$ cat src/sv/barrier_slack_reciprocal_defines.svh
// Assertion macros for the barrier slack reciprocal block
`ifndef BARRIER_SLACK_RECIPROCAL_DEFINES_SVH
`define BARRIER_SLACK_RECIPROCAL_DEFINES_SVH
// Implication checked on every clock edge outside reset
`define BSR_ASSERT_IMP(label, clk, rst_n, ante, cons) \
    label: assert property (@(posedge clk) disable iff (!rst_n) (ante) |-> (cons)) \
        else $error("assertion failed");
// Next-cycle implication checked outside reset
`define BSR_ASSERT_NEXT(label, clk, rst_n, ante, cons) \
    label: assert property (@(posedge clk) disable iff (!rst_n) (ante) |=> (cons)) \
        else $error("assertion failed");
`endif

$ cat src/sv/bsr_pkg.sv
// Package: types, constants and helpers for the barrier slack reciprocal block
package bsr_pkg;
    localparam int DataWidth = 32;
    localparam int FracBits  = 16;
    localparam int RecipWidth = DataWidth - 1;
    localparam int QuotBits  = 2 * FracBits + 1;
    localparam int AddrWidth = 1;

    localparam logic [1:0] KIND_BOTH  = 2'd0;
    localparam logic [1:0] KIND_LOWER = 2'd1;
    localparam logic [1:0] KIND_UPPER = 2'd2;
    localparam logic [1:0] KIND_FREE  = 2'd3;

    localparam logic [AddrWidth-1:0] REG_MIN_SLACK = 1'b0;

    typedef struct packed {
        logic [1:0]                  bound_kind;
        logic signed [DataWidth-1:0] cost_coef;
        logic signed [DataWidth-1:0] value;
        logic signed [DataWidth-1:0] lower_bound;
        logic signed [DataWidth-1:0] upper_bound;
        logic                        last_in;
    } t_in_item;

    typedef struct packed {
        logic signed [DataWidth-1:0] doubled_cost;
        logic signed [DataWidth-1:0] low_slack;
        logic signed [DataWidth-1:0] high_slack;
        logic [RecipWidth-1:0]       inv_low_slack;
        logic [RecipWidth-1:0]       inv_high_slack;
        logic                        last_out;
    } t_out_item;

    // Side data carried along the divider pipelines
    typedef struct packed {
        logic signed [DataWidth-1:0] doubled_cost;
        logic signed [DataWidth-1:0] low_slack;
        logic signed [DataWidth-1:0] high_slack;
        logic                        has_low;
        logic                        has_high;
        logic                        last;
    } t_side;

    // Saturating subtraction a - b
    function automatic logic signed [DataWidth-1:0] sat_sub(
        input logic signed [DataWidth-1:0] a, input logic signed [DataWidth-1:0] b);
        logic signed [DataWidth:0] d;
        begin
            d = {a[DataWidth-1], a} - {b[DataWidth-1], b};
            if (d[DataWidth] != d[DataWidth-1])
                sat_sub = d[DataWidth] ? {1'b1, {(DataWidth-1){1'b0}}}
                                       : {1'b0, {(DataWidth-1){1'b1}}};
            else
                sat_sub = d[DataWidth-1:0];
        end
    endfunction
endpackage

$ cat src/sv/bsr_divider.sv
// Pipelined restoring divider: 2^(2*FracBits) / divisor, one quotient bit per stage
`include "barrier_slack_reciprocal_defines.svh"
module bsr_divider (
    input  logic                                i_clk,
    input  logic                                i_rst_n,
    input  logic                                i_advance,
    input  logic [bsr_pkg::DataWidth-1:0]       i_divisor,
    output logic [bsr_pkg::RecipWidth-1:0]      o_quotient
);
    localparam int N  = bsr_pkg::QuotBits;
    localparam int DW = bsr_pkg::DataWidth;

    // Stage s holds remainder, divisor, quotient so far and saturation flag
    logic [DW:0]   r_rem [N];
    logic [DW-1:0] r_div [N];
    logic [N-1:0]  r_quo [N];
    logic          r_sat [N];

    always_ff @(posedge i_clk) begin
        if (i_advance) begin
            for (int s = 0; s < N; s++) begin
                logic [DW:0]   rem_in;
                logic [DW-1:0] div_in;
                logic [N-1:0]  quo_in;
                logic          sat_in;
                logic [DW+1:0] trial;
                logic [DW:0]   rem_sh;
                logic [N-1:0]  quo_new;
                if (s == 0) begin
                    rem_in = '0;
                    div_in = i_divisor;
                    quo_in = '0;
                    sat_in = (i_divisor == '0);
                end else begin
                    rem_in = r_rem[s-1];
                    div_in = r_div[s-1];
                    quo_in = r_quo[s-1];
                    sat_in = r_sat[s-1];
                end
                // shift in the single one bit of the dividend at the top step
                rem_sh = {rem_in[DW-1:0], (s == 0) ? 1'b1 : 1'b0};
                trial = {1'b0, rem_sh} - {2'b00, div_in};
                quo_new = {quo_in[N-2:0], ~trial[DW+1]};
                r_rem[s] <= trial[DW+1] ? rem_sh : trial[DW:0];
                r_div[s] <= div_in;
                r_quo[s] <= quo_new;
                r_sat[s] <= sat_in;
            end
        end
    end

    always_comb begin
        if (r_sat[N-1] || r_quo[N-1][N-1:bsr_pkg::RecipWidth] != '0)
            o_quotient = '1;
        else
            o_quotient = r_quo[N-1][bsr_pkg::RecipWidth-1:0];
    end

    `BSR_ASSERT_NEXT(a_div_zero_sat, i_clk, i_rst_n,
        i_advance && i_divisor == '0, r_sat[0])
    `BSR_ASSERT_NEXT(a_div_hold, i_clk, i_rst_n,
        !i_advance, $stable(o_quotient))
    `BSR_ASSERT_IMP(a_div_sat_out, i_clk, i_rst_n,
        r_sat[N-1], o_quotient == '1)
endmodule

$ cat config.mk
export PLATFORM = sky130hd
export DESIGN_NAME = bsr_divider
export DESIGN_NICKNAME = d
export VERILOG_FILES = /design/src/sv/bsr_pkg.sv /design/src/sv/bsr_divider.sv
export VERILOG_INCLUDE_DIRS = /design/src /design/src/sv
export SDC_FILE = /design/constraint.sdc
export NUM_CORES = 2
export LEC_CHECK = 0
export BUFFER_PORTS_ARGS = -buffer_cell sky130_fd_sc_hd__buf_4
export CORE_UTILIZATION = 40
export CTS_BUF_LIST = sky130_fd_sc_hd__clkbuf_8
export CTS_CLUSTER_DIAMETER = 80
export DETAILED_ROUTE_END_ITERATION = 10
export PLACE_DENSITY = 0.65
export SYNTH_ARGS = -nofsm -noshare
export SYNTH_HDL_FRONTEND = slang
export SYNTH_SLANG_ARGS = --single-unit
$ cat constraint.sdc
create_clock -name i_clk -period 3.84 [get_ports i_clk]
set_clock_uncertainty 0.1 [all_clocks]
set_input_delay 0.384 -clock i_clk [delete_from_list [all_inputs] [get_ports i_clk]]
set_output_delay 0.384 -clock i_clk [all_outputs]
set_load 0.01 [all_outputs]
==> flow_summary.ini <==
[timing]
worst_slew_pin_slew_ns = 1.05
setup_slack_ns = -0.00759
relSlewSlack_pct = 29.9
finalHoldViolCount = 0
setup_viol = 8
hold_slack_ns = 0.219
min_period_over_period_pct = 100
fmax_mhz = 260
slew_violations = 0
fin_crit_ns = 3.85
rsz0062_at_grt = yes

[critical_path]
criticalPathCategory = reg2reg
crit_chain = inv_1 > ha_1 > nor2b_4 > o31a_1 > o41a_1 > a41o_1 > a221oi_4 > o21ai_2 > a21o_1 > a21o_1 > a211oi_4 > buf_6 > clkbuf_16 > mux2_4
arrival_ns = 4.51
cpLargestDelayFamily = compound AO/OA/AOI/OAI gates
critPathLaunchType = flop
cp_common_cell = a21o_1
cp_slowest_cell = edfxtp_1
critPathMaxStageDelay_ns = 0.38
worstPathRequired_ns = 4.50
path_max_fanout = 7
critPathBufInv = 3
endpoint_kind = flop

[floorplan]
dieArea_sq_um = 357000
placementRows = 218
die-width_um = 597
core_sq_um = 353000
io_pins = 66
initial_core_util_pct = 40.2
die_h_um = 597

[grt]
grt_use_total_pct = 16.7
grt-ovfl-total = 0
grt_start_max_net_pins = 186
grt_pass1_wl_mm = 480
antenna_found_initial = 7
grt_pass1_vias = 90100

[placed_design]
dp_hpwl_mm = 224
place.gp.congestion = 0.898
dp_slack_ns = -0.349
numPortBuffers = 64

[yosys]
synth_area_leaders = edfxtp_1 (56%), ha_1 (8.8%), mux2_2 (4.3%)
synth.avg_cell_area_sq_um = 11.9
synth_edf_count = 2642
syn_inst = 11900
synth_top_area_share_pct = 55.9
ys_ff_latch = 2642
yosysSeqAreaShare_pct = 55.9
synth_area_leader_cell = edfxtp_1
yosys_warnings = 0
netlist_area_sq_um = 142000
synthFlopType = edfxtp_1
synthArstFlopShare_pct = 0
yosys.cell_types.count = 83

[route]
antenna_left = 0
firstDrtPassIters = 7
wirelength_mm = 312
drc = 0
wl_per_cell_um = 17.4
vias = 92300
first_iter_violations = 5903
via_per_inst = 5.16

[pwr]
power_per_cell_area_nw_per_um2 = 845
finalPower_mw = 138
peakVddDrop_mv = 0.483
p_sw_mw = 50.2
pwr-share-clk_pct = 17.0
leakagePower_nw = 67.0
switching_share_pct = 36.4
p_int_mw = 87.8
power_frac_seq_pct = 34.7
combPwrFrac_pct = 48.3

[layout]
finish.utilization_pct = 46.3
fillCellCount = 31700
layout-drive-gt1-share_pct = 14.8
area_growth_pct = 15.2
final_nets = 13900

[clock_tree]
cts.root.buffer_cell = clkbuf_8
htree_levels = 5
cts_made_buffers = 431
cts_tree = yes
worstSkewPairLatency_ns = 1.09
clk_pin_slew_ns = 0.06
cts_buffer_depth = 4
clkSinkCount = 2642

[run_status]
violations = setup timing
status = finished with violations

[run]
drv_cap = 0

[min_path]
hold_path_class = in2reg
-- worst paths after layout --
check	start	end	slack, ns	cells past startpoint
max	r_div[0][737]	r_rem[0][813]	-0.008	14
min	i_divisor[0]	r_sat[0][0]	0.22	4
max reg2reg	r_div[0][737]	r_rem[0][813]	-0.008	14
min reg2reg	r_quo[0][916]	r_quo[0][950]	0.27	0
-- worst reg2reg max path: cells and delay by family, from the launching register on --
kind,cells,cell delay [ns]
DFF,1,0.38
buffers and inverters,3,0.47
muxes,1,0.30
adders and majority gates,1,0.23
AOI/OAI and AO/OA,8,1.95
and+or+nand+nor,1,0.13
-- layout make-up --
class	instances	area [sq um]	area share (%)
flip-flops and latches	2642	79300	48.6
multi-input cells	7814	58600	35.9
repair buffers	685	6660	4.08
clock buffers	439	6040	3.70
well taps	4730	5920	3.62
inverters	1244	4670	2.86
clock inverters	327	2070	1.27
diodes	2	5.00	0.00306
-- what timing repair did --
action | CTS | global route
pin swaps | 30 | 93
hold endpoints to repair | 510 | 0
hold buffers | 65 | 0
gates resized for setup | 59 | 353
endpoints found under the setup margin | 297 | 669
cloned | 7 | 30
setup buffers | 22 | 59
-- state kept, by name (all words and copies together), names as in the netlist --
| register | flops |
|---|---|
| r_div | 1024 |
| r_rem | 1024 |
| r_quo | 561 |
| r_sat | 33 |
-- Yosys cell counts (31+ instances only) --
cell type and count:
nor4_1 31, a21o_1 501, o211ai_1 50, a21oi_1 866, or3_1 35, xor2_1 328
and2_1 67, nand4_1 80, nor2b_1 130, nor2_1 542, ha_1 993, o31ai_1 65
fa_1 31, xnor2_1 490, a211oi_1 111, nand2_1 800, o21ai_0 774, o21a_1 133
inv_1 1244, a31oi_1 106, edfxtp_1 2642, nand2b_1 149, and3_1 78, clkbuf_1 168
o31a_1 39, buf_2 40, mux2_2 545, o21bai_1 104, a21boi_0 32, nand3_1 170
nor3_1 134
-- metrics by stage --
| stage | cells | cell area (sq um) | TNS, ns |
|---|---|---|---|
| final | 17900 | 163000 | -0.0308 |
| after global routing | 17900 | 163000 | -7.21 |
| after CTS | 17800 | 161000 | -2.29 |
| after detailed placement | 16900 | 152000 | -17.38 |
| after global placement | 16900 | 152000 | -16.62 |
| after floorplan | 11900 | 142000 | 0 |
-- metal layers --
layer | up-vias | part of all wire, % | track usage (%)
met5 | - | 0 | 0
met3 | 650 | 3.8 | 2.02
li1 | 45800 | - | -
met2 | 1853 | 50 | 30.0
met1 | 44000 | 42 | 20.1
met4 | 0 | 4.1 | 6.73
-- placed cells by master, fill, tap and decap left out, drive strengths merged, types with 27 or more instances in the layout --
cell         instances
nor2               542
buf                597
or3                 35
xor2               328
fa                  31
inv               1389
ha                 993
nor4                31
o21a               133
clkbuf             462
o31ai               65
a211o               29
nand3              170
nand4               80
xnor2              490
and2                68
o211ai              50
a21o               501
mux2               573
a31oi              106
a21oi              866
o21ai              782
o21bai             104
a211oi             112
a21boi              33
nand2              800
o31a                39
a2111oi             27
nand2b             149
dlygate4sd3         65
clkinv             148
nor2b              130
edfxtp            2642
nor3               134
and3                78
a41oi               29
-- power by group through the flow --
stage	clock network, mW	registers, mW	logic (mW)
floorplan	0	45.2	46.4
global placement	0	48.3	60.5
detailed placement	0	48.3	61.2
CTS	24.3	47.8	62.6
global route	25.5	48.4	73.8
finish	23.5	47.8	66.7
-- kinds of logic after synthesis --
| kind of cell | count (synthesis) | synth area share, % |
|---|---|---|
| AOI/OAI and AO/OA | 3080 | 13.7 |
| xor gates and xnor gates | 818 | 5.05 |
| adders and majority gates | 1024 | 9.20 |
| buffers and inverters | 1465 | 3.93 |
| DFF | 2642 | 55.9 |
| muxes | 587 | 4.65 |
| other | 1 | 0.00264 |
| and+or+nand+nor | 2290 | 7.56 |
(Power assumes the default switching activity.)
