**src/sv/barrier_slack_reciprocal_defines.svh**
```systemverilog
// Assertion macros for the barrier slack reciprocal block
`ifndef BARRIER_SLACK_RECIPROCAL_DEFINES_SVH
`define BARRIER_SLACK_RECIPROCAL_DEFINES_SVH
// Implication checked on every clock edge outside reset
`define BSR_ASSERT_IMP(label, clk, rst_n, ante, cons) \
    label: assert property (@(posedge clk) disable iff (!rst_n) (ante) |-> (cons)) \
        else $error("assertion failed");
// Next-cycle implication checked outside reset
`define BSR_ASSERT_NEXT(label, clk, rst_n, ante, cons) \
    label: assert property (@(posedge clk) disable iff (!rst_n) (ante) |=> (cons)) \
        else $error("assertion failed");
`endif

```
**src/sv/bsr_pkg.sv**
```systemverilog
// Package: types, constants and helpers for the barrier slack reciprocal block
package bsr_pkg;
    localparam int DataWidth = 32;
    localparam int FracBits  = 16;
    localparam int RecipWidth = DataWidth - 1;
    localparam int QuotBits  = 2 * FracBits + 1;
    localparam int AddrWidth = 1;

    localparam logic [1:0] KIND_BOTH  = 2'd0;
    localparam logic [1:0] KIND_LOWER = 2'd1;
    localparam logic [1:0] KIND_UPPER = 2'd2;
    localparam logic [1:0] KIND_FREE  = 2'd3;

    localparam logic [AddrWidth-1:0] REG_MIN_SLACK = 1'b0;

    typedef struct packed {
        logic [1:0]                  bound_kind;
        logic signed [DataWidth-1:0] cost_coef;
        logic signed [DataWidth-1:0] value;
        logic signed [DataWidth-1:0] lower_bound;
        logic signed [DataWidth-1:0] upper_bound;
        logic                        last_in;
    } t_in_item;

    typedef struct packed {
        logic signed [DataWidth-1:0] doubled_cost;
        logic signed [DataWidth-1:0] low_slack;
        logic signed [DataWidth-1:0] high_slack;
        logic [RecipWidth-1:0]       inv_low_slack;
        logic [RecipWidth-1:0]       inv_high_slack;
        logic                        last_out;
    } t_out_item;

    // Side data carried along the divider pipelines
    typedef struct packed {
        logic signed [DataWidth-1:0] doubled_cost;
        logic signed [DataWidth-1:0] low_slack;
        logic signed [DataWidth-1:0] high_slack;
        logic                        has_low;
        logic                        has_high;
        logic                        last;
    } t_side;

    // Saturating subtraction a - b
    function automatic logic signed [DataWidth-1:0] sat_sub(
        input logic signed [DataWidth-1:0] a, input logic signed [DataWidth-1:0] b);
        logic signed [DataWidth:0] d;
        begin
            d = {a[DataWidth-1], a} - {b[DataWidth-1], b};
            if (d[DataWidth] != d[DataWidth-1])
                sat_sub = d[DataWidth] ? {1'b1, {(DataWidth-1){1'b0}}}
                                       : {1'b0, {(DataWidth-1){1'b1}}};
            else
                sat_sub = d[DataWidth-1:0];
        end
    endfunction
endpackage

```
**src/sv/bsr_front.sv**
```systemverilog
// Front stage: saturated slacks, doubled cost and clamped divisors
module bsr_front (
    input  logic                           i_clk,
    input  logic                           i_advance,
    input  bsr_pkg::t_in_item              i_item,
    input  logic [30:0]                    i_min_slack,
    output bsr_pkg::t_side                 o_side,
    output logic [bsr_pkg::DataWidth-1:0]  o_low_div,
    output logic [bsr_pkg::DataWidth-1:0]  o_high_div
);
    localparam int DW = bsr_pkg::DataWidth;
    bsr_pkg::t_side r_side;
    logic [DW-1:0] r_low_div, r_high_div;
    bsr_pkg::t_side n_side;
    logic signed [DW-1:0] ls, hs;
    logic signed [DW:0] ms;

    function automatic logic [DW-1:0] clamp(input logic signed [DW-1:0] s,
                                            input logic signed [DW:0] m);
        begin
            if ($signed({s[DW-1], s}) < m) clamp = m[DW-1:0];
            else clamp = s;
        end
    endfunction

    always_comb begin
        ms = $signed({2'b00, i_min_slack});
        ls = bsr_pkg::sat_sub(i_item.value, i_item.lower_bound);
        hs = bsr_pkg::sat_sub(i_item.upper_bound, i_item.value);
        n_side.has_low  = (i_item.bound_kind == bsr_pkg::KIND_BOTH) ||
                          (i_item.bound_kind == bsr_pkg::KIND_LOWER);
        n_side.has_high = (i_item.bound_kind == bsr_pkg::KIND_BOTH) ||
                          (i_item.bound_kind == bsr_pkg::KIND_UPPER);
        n_side.low_slack  = n_side.has_low ? ls : '0;
        n_side.high_slack = n_side.has_high ? hs : '0;
        if (i_item.cost_coef[DW-1] != i_item.cost_coef[DW-2])
            n_side.doubled_cost = i_item.cost_coef[DW-1] ? {1'b1, {(DW-1){1'b0}}}
                                                         : {1'b0, {(DW-1){1'b1}}};
        else
            n_side.doubled_cost = {i_item.cost_coef[DW-2:0], 1'b0};
        n_side.last = i_item.last_in;
    end

    always_ff @(posedge i_clk) begin
        if (i_advance) begin
            r_side     <= n_side;
            r_low_div  <= clamp(ls, ms);
            r_high_div <= clamp(hs, ms);
        end
    end

    assign o_side = r_side;
    assign o_low_div = r_low_div;
    assign o_high_div = r_high_div;
endmodule

```
**config.mk**
```make
export PLATFORM = sky130hd
export DESIGN_NAME = bsr_front
export DESIGN_NICKNAME = d
export VERILOG_FILES = /design/src/sv/barrier_slack_reciprocal_defines.svh /design/src/sv/bsr_pkg.sv /design/src/sv/bsr_front.sv
export SDC_FILE = /design/constraint.sdc
export NUM_CORES = 1
export LEC_CHECK = 0
export ABC_AREA = 1
export BUFFER_PORTS_ARGS = -buffer_cell sky130_fd_sc_hd__clkbuf_2
export CAP_MARGIN = 40
export CORE_MARGIN = 2
export CORE_UTILIZATION = 54
export CTS_CLUSTER_SIZE = 10
export DETAILED_ROUTE_END_ITERATION = 10
export PLACE_DENSITY = 0.89
export SLEW_MARGIN = 20
export SYNTH_ARGS = -nofsm -noshare
export SYNTH_HDL_FRONTEND = slang
export SYNTH_SLANG_ARGS = --single-unit
```
**constraint.sdc**
```tcl
create_clock -name i_clk -period 5.9 [get_ports i_clk]
set_input_delay 0.59 -clock i_clk [delete_from_list [all_inputs] [get_ports i_clk]]
set_output_delay 0.59 -clock i_clk [all_outputs]
set_load 0.05 [all_outputs]
```
==> results.rst <==
.. list-table::
   :header-rows: 1

   * - Metric
     - Value
   * - Result of the run
     - completed
   * - Crit-path max FO
     - 32
   * - Dominant delay contributor by cell family on the critical path
     - compound AO/OA/AOI/OAI gates
   * - Antenna viol nets, final
     - 0
   * - Final Hold Slack
     - 0.353 ns
   * - Worst setup path category
     - input port to flip-flop
   * - Cell with the largest stage delay on the worst path
     - sky130_fd_sc_hd__ha_1
   * - Post-CTS setup buffer count
     - 0
   * - Setup repair after global routing missed its margin
     - false
   * - Routed length per placed instance
     - 17.3 µm
   * - Max Cap Violations
     - 0
   * - Fraction of layout instances using a drive strength above 1
     - roughly 22%
   * - Antenna violations before repair
     - 0
   * - Net count reported at finish
     - 2,199
   * - Routability congestion estimate
     - between 0.9 and 1
   * - DRC violations left
     - 0
   * - Num CTS Buffers
     - 17
   * - Die ar.
     - 0.0241 mm²
   * - Critical path depth
     - 28
   * - Horizontal die dimension
     - about 160 µm
   * - Overall routed net length
     - 38,100 µm
   * - Via density per instance
     - 5.41
   * - Static power due to leakage
     - 8.06 nW
   * - Summed instance area of the synthesized netlist
     - 0.0124 mm²
   * - Mean instance size in the synthesized netlist
     - 7.76 µm²
   * - Post-route fraction of the period consumed by the critical path
     - 86.8%
   * - Number of buffers on the longest clock path
     - 2
   * - Antenna diode instance count
     - 0
   * - Post-synthesis cell type count
     - 54
   * - Critical path required time
     - between 6 and 7 ns
   * - # rows
     - 55
   * - Proportion of synthesized chip area in sequential cells
     - 39.6%
   * - Final period demand of the worst path
     - 5.12 ns
   * - Placeable core region
     - around 0.023 mm²
   * - Worst Setup End Kind
     - flip-flop
   * - Number of buffer and inverter instances along the worst setup path
     - 6
   * - CTS H-Tree Depth
     - 4
   * - Area of all placed cells without fillers
     - approximately 0.015 mm²
   * - Critical path origin
     - i_item[57]
   * - Final Hold Vio Count
     - 0
   * - Pin count of the biggest net entering global routing
     - 69
   * - First-pass GRT wire length
     - 58,400 µm
   * - Half-perimeter wire length after detailed placement
     - 31,300 µm
   * - Final sum of negative setup slack
     - 0 ns
   * - Detailed Routing Iterations Pass 1
     - 6
   * - Starting utilization of the core area
     - 54.8%
   * - Drt first-iter violations
     - around 1,200
   * - Count of fill cells added during filler insertion
     - 1,835
   * - Maximum achievable frequency
     - 195 MHz
   * - Worst Hold Launch
     - i_item[0]
   * - Core Util, Final
     - about 66%
   * - Hold_buf cts
     - 0
   * - Number of setup violations in the final report
     - 0
   * - Slew of the pin with the lowest slew margin
     - 0.809 ns
   * - Area post-placement
     - 0.0142 mm²
   * - Max VDD drop
     - 0.253 mV
   * - Synth Instances
     - approximately 1,600
   * - Clock tree from TritonCTS
     - built
   * - Worst-path clk slew
     - 0.07 ns
   * - I/O Buffers
     - 326
   * - Most used cell, CP
     - sky130_fd_sc_hd__nand2_1
   * - Synth-to-layout area growth
     - 20.0%
   * - Detailed-route via count
     - 11,900
   * - Global Route Usage Sum
     - 31.1%
   * - Number of I/O pins
     - 327
   * - Hold Crit Class
     - input port to flip-flop
   * - Total grt overflow
     - 0
   * - Total power
     - between 5 and 6 mW
   * - Capturing element of the worst setup path
     - o_low_div[0]$_DFFE_PP_
   * - CP Data Arrival Time
     - around 5.4 ns
   * - Clock Sinks
     - 163
   * - Synth warnings
     - 0
   * - Clock Tree Root
     - sky130_fd_sc_hd__clkbuf_16
   * - CTS resizes
     - 0
   * - Via count of the first global-routing pass
     - 11,200
   * - Kind of start point of the critical path
     - input port
   * - Worst slew margin
     - between 40% and 50%
   * - Die span in y
     - 155 µm
   * - Register bit total from synthesis
     - about 160
   * - Pins over their slew limit
     - 0
   * - Maximum cell stage delay along the critical path
     - 0.35 ns
   * - Cell Pwr Density
     - 401 mW/mm²
report_power, final:
group	internal [mW]	total (mW)	switching, mW
clock	0.569	1.10	0.532
sequential	1.63	1.72	0.0952
combinational	0.795	3.12	2.32
worst min-delay path by stage:
stage                     cells after the start                  end  slack (ns)
after floorplan                               0  o_side[0]$_DFFE_PP_        0.69
after global placement                        1  o_side[0]$_DFFE_PP_        0.78
after detailed placement                      1  o_side[0]$_DFFE_PP_        0.78
after CTS                                     1  o_side[0]$_DFFE_PP_        0.34
after global routing                          1  o_side[0]$_DFFE_PP_        0.34
final                                         1  o_side[0]$_DFFE_PP_        0.35
Yosys cell counts, drive strengths merged:
| master | instances | area share, % |
|---|---|---|
| nor3 | 7 | 0.32 |
| xor2 | 21 | 1.5 |
| a31oi | 6 | 0.30 |
| clkbuf | 21 | 0.67 |
| nand2 | 486 | 15 |
| nand4 | 6 | 0.30 |
| nor4 | 3 | 0.20 |
| inv | 268 | 8.1 |
| nor2 | 143 | 4.4 |
| a21o | 8 | 0.49 |
| a211oi | 4 | 0.24 |
| o211a | 1 | 0.081 |
| o21bai | 7 | 0.43 |
| buf | 23 | 1.2 |
| nand3 | 89 | 3.8 |
| conb | 1 | 0.030 |
| edfxtp | 163 | 40 |
| a221oi | 2 | 0.14 |
| and3 | 1 | 0.051 |
| fa | 2 | 0.32 |
| a31o | 2 | 0.14 |
| a21boi | 3 | 0.21 |
| a21oi | 116 | 4.9 |
| o211ai | 3 | 0.18 |
| o21a | 3 | 0.18 |
| o2111ai | 2 | 0.14 |
| o31ai | 1 | 0.061 |
| o21ai | 57 | 2.6 |
| a2111oi | 1 | 0.071 |
| ha | 128 | 13 |
| or2 | 4 | 0.20 |
| o221a | 1 | 0.091 |
| xnor2 | 8 | 0.57 |
| a221o | 1 | 0.081 |
layout make-up:
cell class	instances	area, µm²	area share [%]
multi-input cells	1118	6230	42.0
flip-flops and latches	163	4890	33.0
repair buffers	337	1760	11.9
inverters	268	1010	6.78
clock buffers	17	425	2.87
well taps	285	357	2.40
clock inverters	15	166	1.12
cells in the final DEF (no fill, tap or decap), drive strengths merged, types with 4 or more instances in the layout:
| master | n |
|---|---|
| nand3 | 89 |
| ha | 128 |
| xnor2 | 8 |
| xor2 | 21 |
| a31oi | 6 |
| o21bai | 7 |
| nor2 | 143 |
| nand2 | 486 |
| clkinv | 6 |
| nor3 | 7 |
| clkbuf | 342 |
| o21ai | 57 |
| or2 | 4 |
| a21oi | 116 |
| buf | 12 |
| edfxtp | 163 |
| nand4 | 6 |
| a21o | 8 |
| inv | 275 |
| a211oi | 4 |
metrics by stage:
step | cells | setup slack (ns)
2_1_floorplan | 1593 | 1.14
3_3_place_gp | 2169 | 0.558
5_1_grt | 2203 | 0.429
6_report | 2203 | 0.781
4_1_cts | 2202 | 0.933
3_5_place_dp | 2170 | 0.501
metal layers:
metal	vias up	global-route usage [%]	part of all wire (%)
met2	623	53.9	48
met1	5384	39.7	41
li1	5807	-	-
met4	0	12.0	3.7
met5	-	0	0
met3	98	4.15	7.4
state kept, by name, indices dropped and copies added, names as in the netlist:
name and flops:
o_high_div 32, o_low_div 32, o_side 99
cell families (layout without fill, tap and decap cells):
family,after synthesis,after routing,share of synthesized area [%]
xor+xnor,29,29,2.12
other cells,1,2,0.0303
fa+ha+maj,130,130,13.3
flops,163,163,39.6
compound gates,218,218,10.3
buf+inv,312,637,10.1
simple gates,739,739,24.6
(Power assumes the default switching activity.)
